[config.mk]
export PLATFORM = sky130hd
export DESIGN_NAME = positional_pid_with_adaptive_kp_flat
export DESIGN_NICKNAME = d
export VERILOG_FILES = /design/src/sv/apid_pkg.sv /design/src/sv/apid_in_if.sv /design/src/sv/apid_out_if.sv /design/src/sv/positional_pid_with_adaptive_kp.sv /design/src/sv/apid_dp.sv /design/src/sv/apid_ctrl.sv /design/src/flat_wrapper.sv
export SDC_FILE = /design/constraint.sdc
export NUM_CORES = 2
export LEC_CHECK = 0
export BUFFER_PORTS_ARGS = -buffer_cell sky130_fd_sc_hd__buf_4
export CORE_ASPECT_RATIO = 0.9
export CORE_UTILIZATION = 30
export DETAILED_ROUTE_END_ITERATION = 6
export GPL_TIMING_DRIVEN = 0
export PLACE_DENSITY = 0.44
export SLEW_MARGIN = 0
export SYNTH_ARGS = -nofsm -noshare
export SYNTH_HDL_FRONTEND = slang
export SYNTH_HIERARCHICAL = 1
export SYNTH_SLANG_ARGS = --single-unit
export TNS_END_PERCENT = 20
[constraint.sdc]
create_clock -name clk_i -period 13.86 [get_ports clk_i]
set_clock_uncertainty 0.05 [all_clocks]
set_input_delay 2.772 -clock clk_i [delete_from_list [all_inputs] [get_ports clk_i]]
set_output_delay 2.772 -clock clk_i [all_outputs]
set_load 0.05 [all_outputs]
[src/sv/apid_pkg.sv]
// ----------------------------------------------------------------------------
// Adaptive PID package
// Shared constants, register codes and the command and status types that
// link the controller and the datapath.
// ----------------------------------------------------------------------------
package apid_pkg;

  // Fixed field widths of the configuration registers and the result.
  localparam int GAIN_W    = 24;
  localparam int LIMIT_W   = 15;
  localparam int DRIVE_W   = 16;
  localparam int CFG_IDX_W = 3;

  // Knee of the adaptive gain curve, in error units.
  localparam int ADAPT_KNEE = 100;

  // The adaptive quotient is below kp_span, so it has GAIN_W bits.
  localparam int DIV_STEPS = GAIN_W;

  // Configuration register indexes.
  typedef enum logic [CFG_IDX_W-1:0] {
    REG_KP_GAIN     = 3'd0,
    REG_KI_GAIN     = 3'd1,
    REG_KD_GAIN     = 3'd2,
    REG_ITERM_LIMIT = 3'd3,
    REG_OUT_LIMIT   = 3'd4,
    REG_GAIN_MODE   = 3'd5,
    REG_KP_FLOOR    = 3'd6,
    REG_KP_SPAN     = 3'd7
  } cfg_reg_e;

  // Operand pair selected for the shared multiplier.
  typedef enum logic [1:0] {
    MUL_SPAN = 2'd0,
    MUL_P    = 2'd1,
    MUL_I    = 2'd2,
    MUL_D    = 2'd3
  } mul_sel_e;

  // Commands from the controller to the datapath.
  typedef struct packed {
    logic     load;       // capture error and magnitude of a new sample
    logic     clear;      // zero stored error, integral and sum
    logic     mul_en;     // register a product
    mul_sel_e mul_sel;
    logic     kp_fixed;   // take kp from the kp_gain register
    logic     div_init;   // load the divider
    logic     div_step;   // one quotient bit
    logic     kp_adapt;   // take kp from floor plus quotient, saturated
    logic     acc_p;      // sum starts with the P product
    logic     integ_upd;  // integral update and clamp, error history update
    logic     acc_d;      // add the D product
    logic     acc_i;      // add the integral and clamp the sum
    logic     out_load;   // load the result register
  } apid_cmd_t;

  // Status from the datapath to the controller.
  typedef struct packed {
    logic adaptive;
  } apid_sts_t;

endpackage

[src/sv/apid_in_if.sv]
// ----------------------------------------------------------------------------
// Adaptive PID input channel
// Valid/ready channel that carries one sample or clear request.
// ----------------------------------------------------------------------------
interface apid_in_if #(
  parameter int SAMPLE_WIDTH = 16
);
  logic                           valid;
  logic                           ready;
  logic                           kind;
  logic signed [SAMPLE_WIDTH-1:0] measured;
  logic signed [SAMPLE_WIDTH-1:0] setpoint;

  modport source (output valid, output kind, output measured, output setpoint, input ready);
  modport sink   (input valid, input kind, input measured, input setpoint, output ready);
endinterface

[src/sv/apid_out_if.sv]
// ----------------------------------------------------------------------------
// Adaptive PID output channel
// Valid/ready channel that carries one drive value per request.
// ----------------------------------------------------------------------------
interface apid_out_if;
  logic        valid;
  logic        ready;
  logic signed [15:0] drive;

  modport source (output valid, output drive, input ready);
  modport sink   (input valid, input drive, output ready);
endinterface

[src/sv/positional_pid_with_adaptive_kp.sv]
// ----------------------------------------------------------------------------
// Positional PID with adaptive proportional gain
// Top level: configuration port, channels, controller and datapath.
// ----------------------------------------------------------------------------
// Each request takes one sample at a time through a single shared multiplier.
// A fixed-gain sample steps through gain selection, the three products and
// the accumulation; an adaptive-gain sample also passes through the
// one-bit-per-cycle divider that forms kp_span*|e|/(100+|e|); a clear request
// goes straight to the result. The drive value sits in an output register,
// so the next request is taken while the previous result still waits on the
// output side. Configuration is written through cfg_we_i, cfg_idx_i and
// cfg_wdata_i; the user must write it only while no request is in progress,
// which the block itself does not enforce. Gains are Q8.16 and limits are in
// integer units.
// ----------------------------------------------------------------------------
module positional_pid_with_adaptive_kp #(
  parameter int SAMPLE_WIDTH   = 16,
  parameter int GAIN_FRAC_BITS = 16
) (
  input  logic                           clk_i,
  input  logic                           rst_ni,
  input  logic                           cfg_we_i,
  input  logic [apid_pkg::CFG_IDX_W-1:0] cfg_idx_i,
  input  logic [apid_pkg::GAIN_W-1:0]    cfg_wdata_i,
  apid_in_if.sink                        in_if,
  apid_out_if.source                     out_if
);
  import apid_pkg::*;

  apid_cmd_t cmd;
  apid_sts_t sts;

  // Sequencer and handshakes.
  apid_ctrl u_ctrl (
    .clk_i       (clk_i),
    .rst_ni      (rst_ni),
    .in_valid_i  (in_if.valid),
    .in_kind_i   (in_if.kind),
    .in_ready_o  (in_if.ready),
    .out_valid_o (out_if.valid),
    .out_ready_i (out_if.ready),
    .sts_i       (sts),
    .cmd_o       (cmd)
  );

  // Arithmetic and stored state.
  apid_dp #(
    .SAMPLE_WIDTH   (SAMPLE_WIDTH),
    .GAIN_FRAC_BITS (GAIN_FRAC_BITS)
  ) u_dp (
    .clk_i       (clk_i),
    .rst_ni      (rst_ni),
    .cfg_we_i    (cfg_we_i),
    .cfg_idx_i   (cfg_idx_i),
    .cfg_wdata_i (cfg_wdata_i),
    .measured_i  (in_if.measured),
    .setpoint_i  (in_if.setpoint),
    .cmd_i       (cmd),
    .sts_o       (sts),
    .drive_o     (out_if.drive)
  );

endmodule

[src/sv/apid_dp.sv]
// ----------------------------------------------------------------------------
// Adaptive PID datapath
// Configuration registers, error capture, shared multiplier, radix-2 divider
// for the adaptive gain, integral and sum accumulation with clamps, and the
// result register.
// ----------------------------------------------------------------------------
module apid_dp #(
  parameter int SAMPLE_WIDTH   = 16,
  parameter int GAIN_FRAC_BITS = 16
) (
  input  logic                                  clk_i,
  input  logic                                  rst_ni,
  input  logic                                  cfg_we_i,
  input  logic [apid_pkg::CFG_IDX_W-1:0]        cfg_idx_i,
  input  logic [apid_pkg::GAIN_W-1:0]           cfg_wdata_i,
  input  logic signed [SAMPLE_WIDTH-1:0]        measured_i,
  input  logic signed [SAMPLE_WIDTH-1:0]        setpoint_i,
  input  apid_pkg::apid_cmd_t                   cmd_i,
  output apid_pkg::apid_sts_t                   sts_o,
  output logic signed [apid_pkg::DRIVE_W-1:0]   drive_o
);
  import apid_pkg::*;

  localparam int ERR_W  = SAMPLE_WIDTH + 1;
  localparam int MAG_W  = SAMPLE_WIDTH + 1;
  localparam int OPD_W  = SAMPLE_WIDTH + 2;
  localparam int PROD_W = GAIN_W + 1 + OPD_W;
  localparam int NUM_W  = GAIN_W + MAG_W;
  localparam int DVS_W  = SAMPLE_WIDTH + 2;
  localparam int LIM_W  = LIMIT_W + GAIN_FRAC_BITS + 1;
  localparam int ACC_W  = (PROD_W > LIM_W) ? PROD_W + 2 : LIM_W + 2;

  // Configuration registers.
  logic [GAIN_W-1:0]  kp_gain_q, ki_gain_q, kd_gain_q, kp_floor_q, kp_span_q;
  logic [LIMIT_W-1:0] iterm_limit_q, out_limit_q;
  logic               gain_mode_q;

  // Working registers.
  logic signed [ERR_W-1:0]   e_q, e_d;
  logic [MAG_W-1:0]          mag_q, mag_d;
  logic signed [ERR_W-1:0]   last_err_q;
  logic signed [LIM_W-1:0]   integ_q;
  logic signed [ACC_W-1:0]   acc_q;
  logic signed [PROD_W-1:0]  prod_q;
  logic [GAIN_W-1:0]         kp_q;
  logic [DVS_W-1:0]          rem_q, rem_d, dvs_q;
  logic [GAIN_W-1:0]         qsh_q;
  logic                      q_bit;
  logic signed [DRIVE_W-1:0] drive_q;

  logic [GAIN_W-1:0]         mul_a;
  logic signed [OPD_W-1:0]   mul_b;
  logic signed [PROD_W-1:0]  mul_p;
  logic [DVS_W:0]            div_t, div_sub;
  logic [GAIN_W:0]           ksum;
  logic signed [ACC_W-1:0]   ilim, olim, isum, iclamp, osum, oclamp;

  // Configuration writes.
  always_ff @(posedge clk_i or negedge rst_ni) begin
    if (!rst_ni) begin
      kp_gain_q     <= '0;
      ki_gain_q     <= '0;
      kd_gain_q     <= '0;
      iterm_limit_q <= '0;
      out_limit_q   <= '0;
      gain_mode_q   <= 1'b0;
      kp_floor_q    <= '0;
      kp_span_q     <= '0;
    end else if (cfg_we_i) begin
      unique case (cfg_reg_e'(cfg_idx_i))
        REG_KP_GAIN:     kp_gain_q     <= cfg_wdata_i;
        REG_KI_GAIN:     ki_gain_q     <= cfg_wdata_i;
        REG_KD_GAIN:     kd_gain_q     <= cfg_wdata_i;
        REG_ITERM_LIMIT: iterm_limit_q <= cfg_wdata_i[LIMIT_W-1:0];
        REG_OUT_LIMIT:   out_limit_q   <= cfg_wdata_i[LIMIT_W-1:0];
        REG_GAIN_MODE:   gain_mode_q   <= cfg_wdata_i[0];
        REG_KP_FLOOR:    kp_floor_q    <= cfg_wdata_i;
        REG_KP_SPAN:     kp_span_q     <= cfg_wdata_i;
        default: ;
      endcase
    end
  end

  assign sts_o.adaptive = gain_mode_q;

  // Error and its magnitude of an incoming sample.
  always_comb begin
    e_d   = $signed({setpoint_i[SAMPLE_WIDTH-1], setpoint_i})
          - $signed({measured_i[SAMPLE_WIDTH-1], measured_i});
    mag_d = e_d[ERR_W-1] ? MAG_W'(-e_d) : MAG_W'(e_d);
  end

  // Shared multiplier: unsigned gain times a signed operand.
  always_comb begin
    unique case (cmd_i.mul_sel)
      MUL_SPAN: begin
        mul_a = kp_span_q;
        mul_b = $signed({1'b0, mag_q});
      end
      MUL_P: begin
        mul_a = kp_q;
        mul_b = OPD_W'(e_q);
      end
      MUL_I: begin
        mul_a = ki_gain_q;
        mul_b = OPD_W'(e_q);
      end
      MUL_D: begin
        mul_a = kd_gain_q;
        mul_b = OPD_W'(e_q) - OPD_W'(last_err_q);
      end
      default: begin
        mul_a = '0;
        mul_b = '0;
      end
    endcase
    mul_p = $signed({1'b0, mul_a}) * mul_b;
  end

  // One restoring division step; the remainder stays below the divisor.
  always_comb begin
    div_t   = {rem_q, qsh_q[GAIN_W-1]};
    div_sub = div_t - {1'b0, dvs_q};
    q_bit   = (div_t >= {1'b0, dvs_q});
    rem_d   = q_bit ? div_sub[DVS_W-1:0] : div_t[DVS_W-1:0];
  end

  // Adaptive gain: floor plus quotient, saturated at the gain maximum.
  assign ksum = {1'b0, kp_floor_q} + {1'b0, qsh_q};

  // Integral update with its symmetric clamp.
  always_comb begin
    ilim = $signed(ACC_W'({iterm_limit_q, {GAIN_FRAC_BITS{1'b0}}}));
    isum = ACC_W'(integ_q) + ACC_W'(prod_q);
    if (isum > ilim) begin
      iclamp = ilim;
    end else if (isum < -ilim) begin
      iclamp = -ilim;
    end else begin
      iclamp = isum;
    end
  end

  // Final sum with the output clamp.
  always_comb begin
    olim = $signed(ACC_W'({out_limit_q, {GAIN_FRAC_BITS{1'b0}}}));
    osum = acc_q + ACC_W'(integ_q);
    if (osum > olim) begin
      oclamp = olim;
    end else if (osum < -olim) begin
      oclamp = -olim;
    end else begin
      oclamp = osum;
    end
  end

  // Controller state that survives between samples.
  always_ff @(posedge clk_i or negedge rst_ni) begin
    if (!rst_ni) begin
      last_err_q <= '0;
      integ_q    <= '0;
      acc_q      <= '0;
    end else begin
      if (cmd_i.clear) begin
        last_err_q <= '0;
        integ_q    <= '0;
        acc_q      <= '0;
      end else begin
        if (cmd_i.integ_upd) begin
          integ_q    <= LIM_W'(iclamp);
          last_err_q <= e_q;
        end
        if (cmd_i.acc_p) begin
          acc_q <= ACC_W'(prod_q);
        end else if (cmd_i.acc_d) begin
          acc_q <= acc_q + ACC_W'(prod_q);
        end else if (cmd_i.acc_i) begin
          acc_q <= oclamp;
        end
      end
    end
  end

  // Per-sample working registers.
  always_ff @(posedge clk_i) begin
    if (cmd_i.load) begin
      e_q   <= e_d;
      mag_q <= mag_d;
    end
    if (cmd_i.mul_en) begin
      prod_q <= mul_p;
    end
    if (cmd_i.div_init) begin
      rem_q <= DVS_W'(prod_q[NUM_W-1:GAIN_W]);
      qsh_q <= prod_q[GAIN_W-1:0];
      dvs_q <= DVS_W'(mag_q) + DVS_W'(ADAPT_KNEE);
    end else if (cmd_i.div_step) begin
      rem_q <= rem_d;
      qsh_q <= {qsh_q[GAIN_W-2:0], q_bit};
    end
    if (cmd_i.kp_fixed) begin
      kp_q <= kp_gain_q;
    end else if (cmd_i.kp_adapt) begin
      kp_q <= ksum[GAIN_W] ? {GAIN_W{1'b1}} : ksum[GAIN_W-1:0];
    end
    if (cmd_i.out_load) begin
      drive_q <= DRIVE_W'(acc_q >>> GAIN_FRAC_BITS);
    end
  end

  assign drive_o = drive_q;

  // A clear request leaves all stored terms at zero.
  a_clear_zero: assert property (@(posedge clk_i) disable iff (!rst_ni)
    cmd_i.clear |=> (integ_q == '0 && last_err_q == '0 && acc_q == '0))
    else $error("clear did not zero the stored terms");

  // The integral stays inside its limit after each update.
  a_integ_bound: assert property (@(posedge clk_i) disable iff (!rst_ni)
    cmd_i.integ_upd |=>
      (integ_q <= $signed({1'b0, $past(iterm_limit_q), {GAIN_FRAC_BITS{1'b0}}}) &&
       integ_q >= -$signed({1'b0, $past(iterm_limit_q), {GAIN_FRAC_BITS{1'b0}}})))
    else $error("integral outside its limit");

  // A loaded drive value lies inside the output limit.
  a_drive_bound: assert property (@(posedge clk_i) disable iff (!rst_ni)
    cmd_i.out_load |=>
      (drive_q <= $signed({1'b0, $past(out_limit_q)}) &&
       drive_q >= -$signed({1'b0, $past(out_limit_q)})))
    else $error("drive outside the output limit");

endmodule

[src/sv/apid_ctrl.sv]
// ----------------------------------------------------------------------------
// Adaptive PID controller
// Sequencer that steps the datapath through gain selection, division in
// adaptive mode, the three products and the accumulation, and owns both handshakes.
// ----------------------------------------------------------------------------
module apid_ctrl (
  input  logic                 clk_i,
  input  logic                 rst_ni,
  input  logic                 in_valid_i,
  input  logic                 in_kind_i,
  output logic                 in_ready_o,
  output logic                 out_valid_o,
  input  logic                 out_ready_i,
  input  apid_pkg::apid_sts_t  sts_i,
  output apid_pkg::apid_cmd_t  cmd_o
);
  import apid_pkg::*;

  localparam int CNT_W = $clog2(DIV_STEPS);
  localparam logic [CNT_W-1:0] CNT_LAST = CNT_W'(DIV_STEPS - 1);

  typedef enum logic [3:0] {
    S_IDLE,
    S_KSEL,
    S_DIV_LD,
    S_DIV,
    S_KP_AD,
    S_MUL_P,
    S_MUL_I,
    S_MUL_D,
    S_ADD_D,
    S_ADD_I,
    S_DONE
  } state_e;

  state_e           state_q;
  logic [CNT_W-1:0] cnt_q;
  logic             out_valid_q;
  logic             accept;
  logic             out_free;

  assign in_ready_o  = (state_q == S_IDLE);
  assign out_valid_o = out_valid_q;
  assign accept      = in_valid_i && in_ready_o;
  assign out_free    = !out_valid_q || out_ready_i;

  // Sequencer state, division count and result valid.
  always_ff @(posedge clk_i or negedge rst_ni) begin
    if (!rst_ni) begin
      state_q     <= S_IDLE;
      cnt_q       <= '0;
      out_valid_q <= 1'b0;
    end else begin
      // A new result takes priority over the one being taken in this cycle.
      if (state_q == S_DONE && out_free) begin
        out_valid_q <= 1'b1;
      end else if (out_valid_q && out_ready_i) begin
        out_valid_q <= 1'b0;
      end
      unique case (state_q)
        S_IDLE: begin
          if (in_valid_i) begin
            state_q <= in_kind_i ? S_DONE : S_KSEL;
          end
        end
        S_KSEL: state_q <= sts_i.adaptive ? S_DIV_LD : S_MUL_P;
        S_DIV_LD: begin
          cnt_q   <= '0;
          state_q <= S_DIV;
        end
        S_DIV: begin
          cnt_q <= cnt_q + 1'b1;
          if (cnt_q == CNT_LAST) begin
            state_q <= S_KP_AD;
          end
        end
        S_KP_AD: state_q <= S_MUL_P;
        S_MUL_P: state_q <= S_MUL_I;
        S_MUL_I: state_q <= S_MUL_D;
        S_MUL_D: state_q <= S_ADD_D;
        S_ADD_D: state_q <= S_ADD_I;
        S_ADD_I: state_q <= S_DONE;
        S_DONE: begin
          if (out_free) begin
            state_q <= S_IDLE;
          end
        end
        default: state_q <= S_IDLE;
      endcase
    end
  end

  // Datapath commands decoded from the state.
  always_comb begin
    cmd_o = '0;
    unique case (state_q)
      S_IDLE: begin
        cmd_o.load  = accept && !in_kind_i;
        cmd_o.clear = accept && in_kind_i;
      end
      S_KSEL: begin
        cmd_o.mul_en   = 1'b1;
        cmd_o.mul_sel  = MUL_SPAN;
        cmd_o.kp_fixed = !sts_i.adaptive;
      end
      S_DIV_LD: cmd_o.div_init = 1'b1;
      S_DIV:    cmd_o.div_step = 1'b1;
      S_KP_AD:  cmd_o.kp_adapt = 1'b1;
      S_MUL_P: begin
        cmd_o.mul_en  = 1'b1;
        cmd_o.mul_sel = MUL_P;
      end
      S_MUL_I: begin
        cmd_o.mul_en  = 1'b1;
        cmd_o.mul_sel = MUL_I;
        cmd_o.acc_p   = 1'b1;
      end
      S_MUL_D: begin
        cmd_o.mul_en    = 1'b1;
        cmd_o.mul_sel   = MUL_D;
        cmd_o.integ_upd = 1'b1;
      end
      S_ADD_D: cmd_o.acc_d    = 1'b1;
      S_ADD_I: cmd_o.acc_i    = 1'b1;
      S_DONE:  cmd_o.out_load = out_free;
      default: ;
    endcase
  end

  // The divider always runs for the full number of quotient bits.
  a_div_len: assert property (@(posedge clk_i) disable iff (!rst_ni)
    (state_q == S_DIV_LD) |-> ##(DIV_STEPS + 1) (state_q == S_KP_AD))
    else $error("divider step count wrong");

  // A pending result is never overwritten by the next one.
  a_no_overwrite: assert property (@(posedge clk_i) disable iff (!rst_ni)
    (out_valid_q && !out_ready_i) |-> !cmd_o.out_load)
    else $error("result overwritten before it was taken");

  // After a request is taken the block is busy in the next cycle.
  a_busy_after_accept: assert property (@(posedge clk_i) disable iff (!rst_ni)
    accept |=> !in_ready_o)
    else $error("new request taken while one is in progress");

endmodule

[src/flat_wrapper.sv]
// flat-port wrapper written by rule: the top's interface ports become plain ports
module positional_pid_with_adaptive_kp_flat import apid_pkg::*;
#(
  parameter int SAMPLE_WIDTH   = 16,
  parameter int GAIN_FRAC_BITS = 16
)
  (clk_i, rst_ni, cfg_we_i, cfg_idx_i, cfg_wdata_i, in_if_valid, in_if_kind, in_if_measured, in_if_setpoint, in_if_ready, out_if_valid, out_if_drive, out_if_ready);
  apid_in_if #(.SAMPLE_WIDTH(SAMPLE_WIDTH)) in_if_i ();
  apid_out_if out_if_i ();
  input  logic clk_i;
  input  logic rst_ni;
  input  logic cfg_we_i;
  input  logic [apid_pkg::CFG_IDX_W-1:0] cfg_idx_i;
  input  logic [apid_pkg::GAIN_W-1:0] cfg_wdata_i;
  input wire logic [$bits(in_if_i.valid)-1:0] in_if_valid;
  input wire logic [$bits(in_if_i.kind)-1:0] in_if_kind;
  input wire logic [$bits(in_if_i.measured)-1:0] in_if_measured;
  input wire logic [$bits(in_if_i.setpoint)-1:0] in_if_setpoint;
  output wire logic [$bits(in_if_i.ready)-1:0] in_if_ready;
  output wire logic [$bits(out_if_i.valid)-1:0] out_if_valid;
  output wire logic [$bits(out_if_i.drive)-1:0] out_if_drive;
  input wire logic [$bits(out_if_i.ready)-1:0] out_if_ready;
  assign in_if_i.valid = in_if_valid;
  assign in_if_i.kind = in_if_kind;
  assign in_if_i.measured = in_if_measured;
  assign in_if_i.setpoint = in_if_setpoint;
  assign in_if_ready = in_if_i.ready;
  assign out_if_valid = out_if_i.valid;
  assign out_if_drive = out_if_i.drive;
  assign out_if_i.ready = out_if_ready;
  positional_pid_with_adaptive_kp #(.SAMPLE_WIDTH(SAMPLE_WIDTH), .GAIN_FRAC_BITS(GAIN_FRAC_BITS)) u_core (.clk_i(clk_i), .rst_ni(rst_ni), .cfg_we_i(cfg_we_i), .cfg_idx_i(cfg_idx_i), .cfg_wdata_i(cfg_wdata_i), .in_if(in_if_i), .out_if(out_if_i));
endmodule
==> reports/summary.md <==
• predominant post-synthesis flop cell: dfrtp_1
• multi-input combinational cell area: 32100 um^2
• max frequency: 74.7 MHz
• Core Rows: 137
• worst slew margin relative to its limit: -5.21%
• average cell area after synthesis: 9.02 um^2
• Clock Sinks: 431
• status: finished, violations left
• clock tree root buffer cell: clkbuf_16
• count of endpoints failing hold in the final timing report: 0
• via count: 39300
• core box area: 155000 um^2
• number of library cell types mapped by synthesis: 90
• largest cells by area after synthesis: fa_1, dfrtp_1, ha_1, edfxtp_1, nand2_1
• ratio of final minimum period to clock period: 96.6%
• Skew-Pair Late Insertion Delay: 690 ps
• maximum number of pins on one net before global-route repair: 105
• max-cap check violation count: 2
• Data required, critical path: 14200 ps
• initial antenna violation count: 9
• global-route usage over all layers: 23.0%
• flip-flop count of the largest register, all copies and words added: 45
• library cell with the largest summed area after synthesis: fa_1
• kind of end point of the critical path: register
• Buffers on Ports: 79
• number of optimization iterations in the first detailed-route pass: 6
• slowest cell delay on critical path: 770 ps
• register ranked first by flip-flop count: u_core/u_dp/acc_q
• Hold-fix buffers, CTS: 0
• share of synthesized flip-flops with an asynchronous set or reset: 59.2%
• actual slew at the worst max-slew pin: 1570 ps
• die outline width: 418 um
• portion of the post-synthesis area used by sequential elements: 24.9%
• HPWL after detailed placement: 149000 um
• number of nets in the final layout: 6196
• global-route wire length before repair: 267000 um
• highest-delay cell along the critical path: clkdlybuf4s15_1
• final-layout setup total negative slack: 0 ps
• H-tree levels: 2
• Synth Cell Area: 46700 um^2
• instance count along the most critical hold path: 2
• number of synthesized register bits: 431
• global placer's final weighted congestion: 0.918
• violations in the final reports: max-capacitance violations, max-slew violations
• antenna-violating nets left: 0
• top cell type's share of synthesized area: 15.4%
• number of flops mapped to enable cells by yosys: 175
• most frequent CP cell: fa_1
• total congestion overflow after global routing: 0
• net count after synthesis: 6047
• registers with the highest flip-flop counts: u_core/u_dp/acc_q x45, u_core/u_dp/prod_q x43, u_core/u_dp/integ_q x32
• WP data arrival: 13730 ps
• count of mapped cells out of synthesis: 5177
• launch point of the worst hold path: u_core/u_dp/rem_q[17]$_SDFFE_PP0P_
• pins over their slew limit: 15
• worst min-delay path class: register to register
• routed wire length: 181000 um
• Top-Level Pins: 83
• Worst Reg2Reg Path Length in Cells: 31
• Worst-path clk slew: 60 ps
• reg-to-reg startpoint: u_core/u_ctrl/state_q[3]$_DFFE_PN0P_
• final setup violation count: 0
• sequential standard cell area: 11700 um^2
• RSZ-0062 raised after global routing: no
• drt wl/cell: 24.2 um
• area growth from synthesis to final layout: 11.6%
• deepest clock path buffer count: 3
• category of the critical setup timing path: register to register
• Worst Hold Endpoint: u_core/u_dp/rem_q[17]$_SDFFE_PP0P_
• clock tree from TritonCTS: yes
• minimum setup slack among reg-to-reg paths: 470 ps
• worst reg2reg endpoint: u_core/u_dp/prod_q[42]$_DFFE_PP_
• iteration-0 DRC count of the detailed router: 3191
• number of buffers created by CTS: 55
• fraction of final layout cells sized beyond drive strength 1: 8.10%
• number of synthesis warnings: 6
• biggest fanout along the worst timing path: 10
• vertical die dimension: 376 um
• via count of the first global-routing pass: 39000
• overall die area: 157000 um^2
• average vias per placed instance: 5.27
• critical path startpoint category: register
• Period minus WS final: 13390 ps
• Initial Util: 30.2%
• DRC violation count after routing: 0
• filler cell count in the final layout: 16200
[synth_stat cells (64+ instances only)]
cell type and instances:
nor3_1 98, edfxtp_1 175, dfrtp_1 255, fa_1 359
o21ai_0 233, a21oi_1 296, nor2_1 360, nand2_1 617
clkbuf_1 192, xnor2_1 171, nand3_1 83, a21o_1 114
inv_1 582, xor2_1 64, ha_1 446, mux2_2 181
[per-layer routing]
| metal | vias up | part of all wire [%] | GRT usage [%] |
|---|---|---|---|
| met5 | - | 0 | 0 |
| met4 | 0 | 3.1 | 6.63 |
| met3 | 188 | 6.0 | 3.60 |
| met2 | 1180 | 44 | 35.7 |
| met1 | 19600 | 47 | 32.7 |
| li1 | 18300 | - | - |
[through the flow]
step	cell area, um^2	utilization (%)	instances	setup WS, ps	hold WS, ps
after floorplan	46700	-	5177	4170	377
after global placement	49900	32.3	7341	-91.5	420
after detailed placement	50200	32.4	7355	-119	419
after CTS	52100	33.7	7458	48.6	436
after global routing	52100	33.7	7457	12.8	463
final	52100	33.7	7462	474	438
[layout make-up]
type / count / share of cell area, %
clock inverters: 29 / 0.641
multi-input cells: 3953 / 61.6
plain buffers: 208 / 1.59
inverters: 584 / 4.20
well taps: 2085 / 5.00
flip-flops and latches: 431 / 22.4
repair buffers: 93 / 1.56
clock buffers: 74 / 3.01
diodes: 5 / 0.0240
[how the worst max path moves through the flow]
stage,slack [ps],start,end
6_report,470,u_core/u_ctrl/state_q[3]$_DFFE_PN0P_,u_core/u_dp/prod_q[42]$_DFFE_PP_
5_1_grt,10,u_core/u_ctrl/state_q[2]$_DFFE_PN0P_,u_core/u_dp/prod_q[42]$_DFFE_PP_
4_1_cts,50,u_core/u_ctrl/state_q[3]$_DFFE_PN0P_,u_core/u_dp/prod_q[42]$_DFFE_PP_
3_5_place_dp,-120,u_core/u_ctrl/state_q[3]$_DFFE_PN0P_,u_core/u_dp/prod_q[42]$_DFFE_PP_
3_3_place_gp,-90,u_core/u_ctrl/state_q[2]$_DFFE_PN0P_,u_core/u_dp/prod_q[42]$_DFFE_PP_
2_1_floorplan,4170,u_core/u_dp/e_q[0]$_DFFE_PP_,u_core/u_dp/prod_q[42]$_DFFE_PP_
[cells in the final DEF, fill, tap and decap left out, types with 52 or more instances in the layout]
master     instances
nand2_1          616
inv_1            582
ha_1             446
fa_1             359
nor2_1           358
a21oi_1          293
dfrtp_1          255
o21ai_0          233
clkbuf_1         197
mux2_2           181
edfxtp_1         175
xnor2_1          171
a21o_1           114
nor3_1            96
nand3_1           83
buf_4             81
xor2_1            64
and2_1            63
mux2i_1           58
clkbuf_16         56
nor2b_1           55
o21a_1            52
[worst max-delay path, delay by kind of cell, from the launching register on]
family	cells	cell delay (ps)
xor+xnor	1	490
compound gates	11	4410
fa+ha+maj	8	4050
flops	1	480
simple gates	4	1180
buf+inv	7	2380
[what timing repair did]
action / in CTS / in global routing
setup buffers: 0 / 0
setup endpoints to repair: 1 / 5
gates resized for setup: 3 / 11
[cell families after synthesis]
kind of cell,count (synthesis),share of synthesized area (%)
compound gates,1137,16.1
xor+xnor,235,4.41
fa+ha+maj,805,27.3
buf+inv,793,6.46
flops,431,24.9
mux,240,5.63
simple gates,1536,15.2
Power is not shown: default switching activity piles up to over one toggle a cycle in this logic, so the estimate is an artifact.
